$ cat config.mk
export PLATFORM = sky130hd
export DESIGN_NAME = rzs_div
export DESIGN_NICKNAME = d
export VERILOG_FILES = /design/src/rtl/rzs_div.sv
export SDC_FILE = /design/constraint.sdc
export NUM_CORES = 1
export LEC_CHECK = 0
export BUFFER_PORTS_ARGS = -buffer_cell sky130_fd_sc_hd__buf_4
export CAP_MARGIN = 40
export CORE_AREA = 3 3 137 139
export DETAILED_ROUTE_END_ITERATION = 16
export DIE_AREA = 0 0 140 142
export PLACE_DENSITY = 0.59
export SETUP_SLACK_MARGIN = 0.4
export SYNTH_ARGS = -nofsm -noshare
export SYNTH_HDL_FRONTEND = slang
export SYNTH_SLANG_ARGS = --single-unit
$ cat constraint.sdc
create_clock -name clk -period 2.7 [get_ports clk]
set_input_delay 0.27 -clock clk [delete_from_list [all_inputs] [get_ports clk]]
set_output_delay 0.27 -clock clk [all_outputs]
set_load 0.01 [all_outputs]
$ cat src/rtl/rzs_div.sv
module rzs_div #(
    parameter int DVW = 44,
    parameter int DSW = 30
) (
    input  logic           clk,
    input  logic           rst_n,
    input  logic           start,
    input  logic [DVW-1:0] dividend,
    input  logic [DSW-1:0] divisor,
    output logic           busy,
    output logic           done,
    output logic [DVW-1:0] quotient
);

    localparam int CNTW = $clog2(DVW);

    logic            busy_reg;
    logic            done_reg;
    logic [CNTW-1:0] cnt_reg;
    logic [DVW-1:0]  quo_reg;
    logic [DSW-1:0]  rem_reg;
    logic [DSW-1:0]  den_reg;
    logic [DSW:0]    rem_sh;
    logic            fits;

    // one quotient bit per cycle, restoring
    assign rem_sh = {rem_reg, quo_reg[DVW-1]};
    assign fits   = rem_sh >= {1'b0, den_reg};

    always_ff @(posedge clk or negedge rst_n)
    begin
        if (!rst_n)
        begin
            busy_reg <= 1'b0;
            done_reg <= 1'b0;
        end
        else
        begin
            done_reg <= 1'b0;
            if (start)
            begin
                busy_reg <= 1'b1;
            end
            else if (busy_reg && cnt_reg == CNTW'(DVW-1))
            begin
                busy_reg <= 1'b0;
                done_reg <= 1'b1;
            end
        end
    end

    always_ff @(posedge clk)
    begin
        if (start)
        begin
            cnt_reg <= '0;
            quo_reg <= dividend;
            rem_reg <= '0;
            den_reg <= divisor;
        end
        else if (busy_reg)
        begin
            cnt_reg <= cnt_reg + 1'b1;
            quo_reg <= {quo_reg[DVW-2:0], fits};
            if (fits)
            begin
                rem_reg <= DSW'(rem_sh - {1'b0, den_reg});
            end
            else
            begin
                rem_reg <= rem_sh[DSW-1:0];
            end
        end
    end

    assign busy     = busy_reg;
    assign done     = done_reg;
    assign quotient = quo_reg;

endmodule

# ---- Word level (Yosys, flattened, before mapping)
# Cells that the tools add are included.
# W data, S select, Z words.
dict set report totals {
  ff_bits 112
  input_bits 77
  word_cells 20
}
dict set report classes {
  n_mux 7
  eq_ne 1
  addsub 2
  order_cmp 1
  reduce_logical 3
}
# op count
set op_table {}
lappend op_table {{$mux W44} 2}
lappend op_table {{$ge A31 B30 Y1} 1}
lappend op_table {{$mux W30} 1}
lappend op_table {{$sub A30 B30 Y30} 1}
lappend op_table {{$add A6 B1 Y6 const B} 1}
lappend op_table {{$eq A6 B6 Y1 const B} 1}
lappend op_table {{$mux W1} 4}
lappend op_table {{$reduce_bool A2 Y1} 2}
lappend op_table {{$logic_and A1 B1 Y1} 1}

# ---- Depth between registers and ports, before layout
# Gate-level depths: netlist of run 1.
dict set report logic_depth {
  depth_word 4
  mapped_depth 14
  ltp_nobuf 13
}

# ---- Least setup slack after synthesis of run 1
# Ideal clock, no wire load.
dict set report synth_path {
  path_type {flip-flop to flip-flop}
  startpoint {register quo_reg[43] (netlist: quotient[43])}
  endpoint {register rem_reg[26]}
  slack_ns -0.023
  required_ns 2.586
  t_arrival_ns 2.609
  path_stages_with_launch 14
  setup_ns 0.114
  path_cell_list {edfxtp_1 > inv_1 > ha_1 > inv_1 > fa_1 > nand3_1 > a21oi_1 > o221ai_1 > a21oi_2 > a221o_1 > a211oi_1 > o21ai_0 > xor2_1 > a21o_1}
}
dict set report synth_between {
  elab_chain_cells 2
  word_cells_on_any_way 3
  cone_classes {add/sub (1); order compare (1); mux (1)}
}
# item line_no
set synth_lines {}
lappend synth_lines {{start: declaration} 20} ;# logic [DVW-1:0] quo_reg;
lappend synth_lines {{start signal: assignment} 57} ;# quo_reg <= dividend;
lappend synth_lines {{start signal: assignment} 64} ;# quo_reg <= {quo_reg[DVW-2:0], fits};
lappend synth_lines {{$sub A30 B30 Y30 or $ge A31 B30 Y1 (tied branches)} {67, 28}}
lappend synth_lines {{$mux W30 (*)} 65} ;# if (fits)
lappend synth_lines {{end signal: assignment} 67} ;# rem_reg <= DSW'(rem_sh - {1'b0, den_reg});
lappend synth_lines {{end signal: assignment} 71} ;# rem_reg <= rem_sh[DSW-1:0];
lappend synth_lines {{end: declaration} 21} ;# logic [DSW-1:0] rem_reg;
# Mark *: on every way between the ends. The rest lies on a longest branch, timed or not.
# A chain may end at the register's enable or synchronous reset.

# ---- Worst setup path after layout of run 1
dict set report layout_path {
  startpoint {register quo_reg[43] (netlist: quotient[43])}
  endpoint {register rem_reg[22]}
}
# The elaborated chain is that of the path after synthesis.

==> out/results.ini, run 1 <==
[logic_synthesis]
syn_area_um2=6130
synth_ff_type=edfxtp_1
synth-seq-cells=112
ys_types=58
synthArstFlopShare=0.0179
ys_warn_count=0
ys_seq_area_frac=0.488
syn_nets=665
synth_edf_count=74
syn_area_per_cell_um2=11.1
synthCells=555

[finish]
fin_area_um2=8740
layout-drive-gt1-share=0.485
diodes=0
area_growth_pct=42.5
fin_nets=831
multi_input_area_um2=3510
regArea_um2=2990
largest_reg_flops=44
nFillCells=1592

[drt]
firstDrtPassIters=4
ant_nets=0
drc=0
first_iter_violations=193
post_drt_wl_per_cell_um=16.7
avgViaCountPerCell=5.07
vias=4844
drt-total-wl_um=16000

[grt]
grt_pass1_vias=5151
globalRouteTotalUtil=0.158
grt_pass1_wl_um=25400
grt-ovfl-total=0
grt_max_degree=63
antenna_found_initial=0

[pwr]
p_int_w=0.00299
pwr-share-clk=0.341
p_per_area_nw_per_um2=466
p_leak_nw=3.78
p_total_w=0.00407
p_seq_frac=0.494
pwr-share-comb=0.164
p_sw_frac=0.265
power_switching_w=0.00108
vdd_drop_max_v=0.000319

[floorplan]
core_um2=17800
die_w_um=140
design.portCount=123
die_h_um=142
rows=49
die_area_um2=19900
initial_core_util=0.345

[clocking]
cts_buffers=9
cts.reportedPaths.clkPinSlew_ns=0.08
cts-root-to-sink-buffers=2
clock_latency_ns=0.37
htree_num_levels=3
cts_tree=built
clock_sinks=112
root_buffer=clkbuf_16

[timing]
fin_tns_setup_ns=0
min_period_ns=2.67
finalCritPeriodShare=0.988
slew_headroom=0.535
clock_skew_ns=0.0106
timing.final.ws_setup_ns=0.0315
hold_viol=0
maxSlewViolCount=0
tightest_slew_ns=0.698
max_freq_ghz=0.375
setup_viol=0
rsz0062_at_grt=true

[place]
placed_area_um2=7610
portBuffers=122
dpl.hpwl_um=10800
dpl_worst_slack_ns=-0.0365
gp_congestion=0.898

[worst_setup_path]
cp_max_fo=3
arrival_ns=2.93
path_class=flop to flop
crit_required_ns=2.96
critPathCaptureType=flop
cp-start-kind=flop

[run]
drv_cap=0

[worst_hold_path]
hp-class=input pin to flop

[status]
status=finished clean

[synthesized netlist by cell type, drive strengths merged, types with 2 or more instances]
library cell  count  area share
nand2b            4      0.0041
mux2             47       0.086
nand2            26       0.016
nor4              2      0.0020
nand3             3      0.0024
dfrtp             2      0.0082
nor2             55       0.034
a31oi             4      0.0041
edfxtp           74        0.36
nor3              3      0.0033
a21boi            2      0.0024
a211oi           25       0.035
buf              14       0.014
xor2             15       0.021
a2111oi           2      0.0039
a21o             15       0.018
and3              2      0.0020
xnor2            15       0.021
nand4            11       0.011
o31ai             2      0.0024
nand4b            5      0.0071
o211ai            2      0.0024
a21oi            46       0.041
a41o              2      0.0033
mux2i            15       0.024
o21ai            16       0.014
clkbuf           12      0.0073
and2              2      0.0020
a211o             3      0.0043
inv              41       0.025
dfxtp            36        0.12
o21bai            6      0.0073
ha               32       0.065
[placed cells by master, fill, tap and decap left out, types with 4 or more instances in the layout]
| cell | netlist | layout |
|---|---|---|
| buf_4 | 0 | 159 |
| edfxtp_1 | 74 | 74 |
| nor2_1 | 55 | 45 |
| mux2_2 | 47 | 43 |
| inv_1 | 41 | 37 |
| dfxtp_1 | 36 | 36 |
| a21oi_2 | 2 | 24 |
| nand2_1 | 26 | 23 |
| a21oi_1 | 43 | 19 |
| ha_1 | 32 | 17 |
| a21o_1 | 15 | 15 |
| buf_6 | 3 | 14 |
| a211oi_2 | 5 | 13 |
| mux2i_1 | 15 | 13 |
| xor2_1 | 15 | 13 |
| ha_4 | 0 | 13 |
| a211oi_1 | 20 | 12 |
| xnor2_1 | 15 | 12 |
| nand4_1 | 11 | 11 |
| nor2_4 | 0 | 9 |
| clkbuf_16 | 0 | 9 |
| o21bai_1 | 6 | 6 |
| o21ai_2 | 1 | 6 |
| o21ai_0 | 12 | 6 |
| buf_12 | 0 | 6 |
| nand4b_1 | 5 | 5 |
| mux2_4 | 0 | 4 |
[worst paths after layout]
check / from / to / slack [ns] / cells after the start
worst max-delay path: quotient[43]$_DFFE_PP_ / rem_reg[22]$_SDFFE_PP0P_ / 0.03 / 13
worst min-delay path: divisor[5] / den_reg[5]$_DFFE_PP_ / 0.08 / 1
worst max register to register: quotient[43]$_DFFE_PP_ / rem_reg[22]$_SDFFE_PP0P_ / 0.03 / 13
worst min register to register: cnt_reg[5]$_SDFFE_PP0P_ / done$_DFF_PN0_ / 0.50 / 2
max in group asynchronous: rst_n / busy$_DFFE_PN0P_ / 2.36 / 2
min in group asynchronous: rst_n / done$_DFF_PN0_ / 0.23 / 2
[power groups by stage]
stage          sequential [W]  clock, W  combinational (W)
4_1_cts               0.00202   0.00145           0.000638
2_1_floorplan         0.00207         0           0.000279
6_report              0.00201   0.00139           0.000669
5_1_grt               0.00203   0.00152           0.000728
3_5_place_dp          0.00205         0           0.000599
3_3_place_gp          0.00205         0           0.000591
[layer usage]
metal | track usage | vias up | share of wire
met5 | 0 | - | 0
met4 | 0.0464 | 0 | 0.011
met3 | 0.0649 | 15 | 0.078
met2 | 0.262 | 136 | 0.49
met1 | 0.189 | 2324 | 0.43
li1 | - | 2369 | -
[worst max-delay path: stages (launching register included)]
cell	delay, ns
edfxtp_1	0.41
inv_2	0.10
ha_4	0.13
inv_2	0.03
fa_2	0.35
nand3_2	0.10
a21oi_2	0.06
o221ai_2	0.17
a21oi_2	0.12
a221o_1	0.42
a21bo_1	0.22
a21oi_2	0.17
xnor2_2	0.10
a21o_1	0.18
[per-stage QoR]
step	hold slack, ns	utilization	std cells
2_1_floorplan	-0.0256	-	555
3_3_place_gp	0.0564	0.428	911
3_5_place_dp	0.0565	0.428	911
4_1_cts	0.0610	0.474	949
5_1_grt	0.0595	0.492	955
6_report	0.0798	0.492	955
[layout make-up]
type,count,area share
multi-input cells,377,0.402
flip-flops and latches,112,0.342
repair buffers,180,0.169
well taps,229,0.0328
clock buffers,10,0.0273
inverters,41,0.0180
clock inverters,6,0.00801
[what timing repair did]
item	CTS	global route
endpoints found under the hold margin	2	0
buffers inserted	19	6
setup endpoints to repair	31	31
gates cloned	2	0
hold buffers	1	0
pin swaps	56	27
resized for setup	69	59
[logic make-up after synthesis]
kind of cell    count (synthesis)  synth area share
flops                         112             0.488
fa+ha+maj                      33            0.0685
mux                            62             0.111
compound gates                135             0.157
xor+xnor                       30            0.0428
buf+inv                        67            0.0461
simple gates                  116            0.0869
Note: power is estimated with default switching activity, not from simulation.
==> inputs of run 2 (changes only) <==
- SETUP_SLACK_MARGIN: 0.4 -> not set
==> run 2 against run 1 <==
Design area shrank 6.5%. Clock power shrank 5%. Utilization shrank 3.2 points. Fmax shrank 0.77%. Largest power group unchanged. Critical path type unchanged. Largest cell class unchanged. Hold slack lost 0.0016 ns. Sequential power is essentially flat. First-iteration DRC count grew 44%. Worst setup slack lost 0.021 ns. Register-to-register slack lost 0.02 ns.
==> out/results.ini, run 2 (synthesis results as in run 1) <==
[clocking]
clock_sinks=112  ; unchanged
clock_latency_ns=0.36  ; about the same
cts-root-to-sink-buffers=2  ; unchanged
cts.reportedPaths.clkPinSlew_ns=0.08  ; about the same
htree_num_levels=3  ; unchanged
cts_tree=built
cts_buffers=9  ; unchanged
root_buffer=clkbuf_16

[floorplan]
die_w_um=140  ; unchanged
initial_core_util=0.345  ; unchanged
die_area_um2=19900  ; unchanged
core_um2=17800  ; unchanged
die_h_um=142  ; unchanged
rows=49  ; unchanged
design.portCount=123  ; unchanged

[grt]
antenna_found_initial=0  ; unchanged
grt-ovfl-total=0  ; unchanged
grt_max_degree=72  ; +14%
grt_pass1_wl_um=23000  ; -9.3%
globalRouteTotalUtil=0.141  ; -0.0167
grt_pass1_vias=4728  ; -8.2%

[drt]
vias=4665  ; -3.7%
avgViaCountPerCell=4.96  ; -2.2%
ant_nets=0  ; unchanged
first_iter_violations=277  ; +44%
drc=0  ; unchanged
firstDrtPassIters=4  ; unchanged
post_drt_wl_per_cell_um=15.4  ; -7.6%
drt-total-wl_um=14500  ; -9.0%

[worst_setup_path]
cp-start-kind=flop
critPathCaptureType=flop
path_class=flop to flop
r2r_slack_ns=0.01  ; -0.02 ns
r2r_cells=13  ; unchanged
r2r-end=rem_reg[26]$_SDFFE_PP0P_
cp_max_fo=3  ; unchanged
crit_required_ns=2.96  ; about the same
arrival_ns=2.95  ; +0.02 ns
timing.rr.start=quotient[43]$_DFFE_PP_

[status]
status=finished clean

[place]
portBuffers=122  ; unchanged
dpl_worst_slack_ns=-0.0845  ; -0.0480 ns
dpl.hpwl_um=10100  ; -6.4%
dpl.cell_count=910  ; -0.11%
gp_congestion=0.882  ; -1.8%
placed_area_um2=7500  ; -1.4%

[run]
drv_cap=0  ; unchanged

[pwr]
p_per_area_nw_per_um2=483  ; +3.6%
vdd_drop_max_v=0.000384  ; +20%
p_int_w=0.00293  ; -2.2%
p_seq_frac=0.510  ; +0.016
power_switching_w=0.00102  ; -5.9%
pwr-share-clk=0.336  ; -0.005
pwr-share-comb=0.154  ; -0.010
p_leak_nw=3.62  ; -4.1%
p_sw_frac=0.257  ; -0.00746

[finish]
nFillCells=1674  ; +5.2%
largest_reg_flops=44  ; unchanged
final_common_cell=buf_4
area_growth_pct=33.3
stdcell_count=940  ; -1.6%
layout_common_cells=buf_4 (158), edfxtp_1 (74), nor2_1 (54)
diodes=0  ; unchanged
layout-drive-gt1-share=0.399  ; -0.0854
fin_area_um2=8170  ; -6.5%
fin_nets=816  ; -1.8%

[timing]
clock_skew_ns=0.00972  ; -0.000923 ns
hold-worst-slack_ns=0.0782  ; -0.00161 ns
finalCritPeriodShare=0.996  ; +0.00762
max_freq_ghz=0.372  ; -0.77%
maxSlewViolCount=0  ; unchanged
timing.final.ws_setup_ns=0.0109  ; -0.0206 ns
slew_headroom=0.603  ; +0.0687
tightest_slew_ns=0.595  ; -0.103 ns
setup_viol=0  ; unchanged
fin_tns_setup_ns=0  ; unchanged
rsz0062_at_grt=true
hold_viol=0  ; unchanged
min_period_ns=2.69  ; +0.0206 ns

[worst_hold_path]
hp-class=input pin to flop
holdPathStages=1  ; unchanged
min_from=divisor[19]
worstHoldEndpoint=den_reg[19]$_DFFE_PP_

## run 2: cell count changes in the layout (fill, tap and decap cells not counted), sizes merged
| cell | previous run | this run |
|---|---|---|
| clkinv | 3 | 4 |
| buf | 179 | 164 |
| o22ai | 2 | 1 |
## run 2: layout make-up
| cell class | instances | area (um^2) | share of cell area |
|---|---|---|---|
| Sequential cell | 112 | 2990 | 0.366 |
| Multi-Input combinational cell | 376 | 3120 | 0.382 |
| Tap cell | 229 | 287 | 0.0351 |
| Inverter | 41 | 154 | 0.0188 |
| Clock inverter | 7 | 65.1 | 0.00796 |
| Timing Repair Buffer | 166 | 1320 | 0.162 |
| Clock buffer | 9 | 225 | 0.0276 |
## run 2: what timing repair did
action	CTS	global route
hold buffers	1	0
pin swaps	4	34
setup endpoints to repair	5	29
buffers inserted	0	12
gates resized for setup	6	49
hold endpoints to repair	2	0
cloned	0	1
## run 2: metrics by stage
| stage | power (W) | utilization |
|---|---|---|
| 2_1_floorplan | 0.00233 | - |
| 3_3_place_gp | 0.00261 | 0.422 |
| 3_5_place_dp | 0.00262 | 0.422 |
| 4_1_cts | 0.00396 | 0.439 |
| 5_1_grt | 0.00412 | 0.460 |
| 6_report | 0.00394 | 0.460 |
## run 2: how the worst max path moves through the flow
stage	start	to	slack (ns)	cells after the start
after floorplan	quotient[43]$_DFFE_PP_	rem_reg[26]$_SDFFE_PP0P_	0.05	13
after global placement	quotient[43]$_DFFE_PP_	rem_reg[26]$_SDFFE_PP0P_	-0.02	13
after detailed placement	quotient[43]$_DFFE_PP_	rem_reg[26]$_SDFFE_PP0P_	-0.08	13
after CTS	quotient[43]$_DFFE_PP_	rem_reg[22]$_SDFFE_PP0P_	0.003	13
after global routing	quotient[43]$_DFFE_PP_	rem_reg[26]$_SDFFE_PP0P_	-0.10	13
final	quotient[43]$_DFFE_PP_	rem_reg[26]$_SDFFE_PP0P_	0.01	13
## run 2: power groups by stage
stage / logic (W) / clock network, W / registers (W)
after floorplan: 0.000260 / 0 / 0.00207
after global placement: 0.000566 / 0 / 0.00205
after detailed placement: 0.000574 / 0 / 0.00205
after CTS: 0.000579 / 0.00137 / 0.00201
after global routing: 0.000662 / 0.00143 / 0.00203
final: 0.000608 / 0.00132 / 0.00201
## run 2: critical path, stage by stage (launching register included)
cell	delay, ns
edfxtp_1	0.41
inv_2	0.10
ha_4	0.13
inv_2	0.04
fa_2	0.37
nand3_2	0.10
a21oi_2	0.06
o221ai_2	0.18
a21oi_2	0.12
a221o_1	0.43
a211oi_2	0.24
o21ai_1	0.11
xor2_1	0.15
a21o_1	0.16
## run 2: routing by layer
metal / share of wire / wire length, um / track usage / up-vias
li1: - / - / - / 2330
met1: 0.44 / 6420 / 0.181 / 2185
met2: 0.48 / 6900 / 0.225 / 136
met3: 0.068 / 988 / 0.0491 / 14
met4: 0.014 / 204 / 0.0423 / 0
met5: 0 / 0 / 0 / -
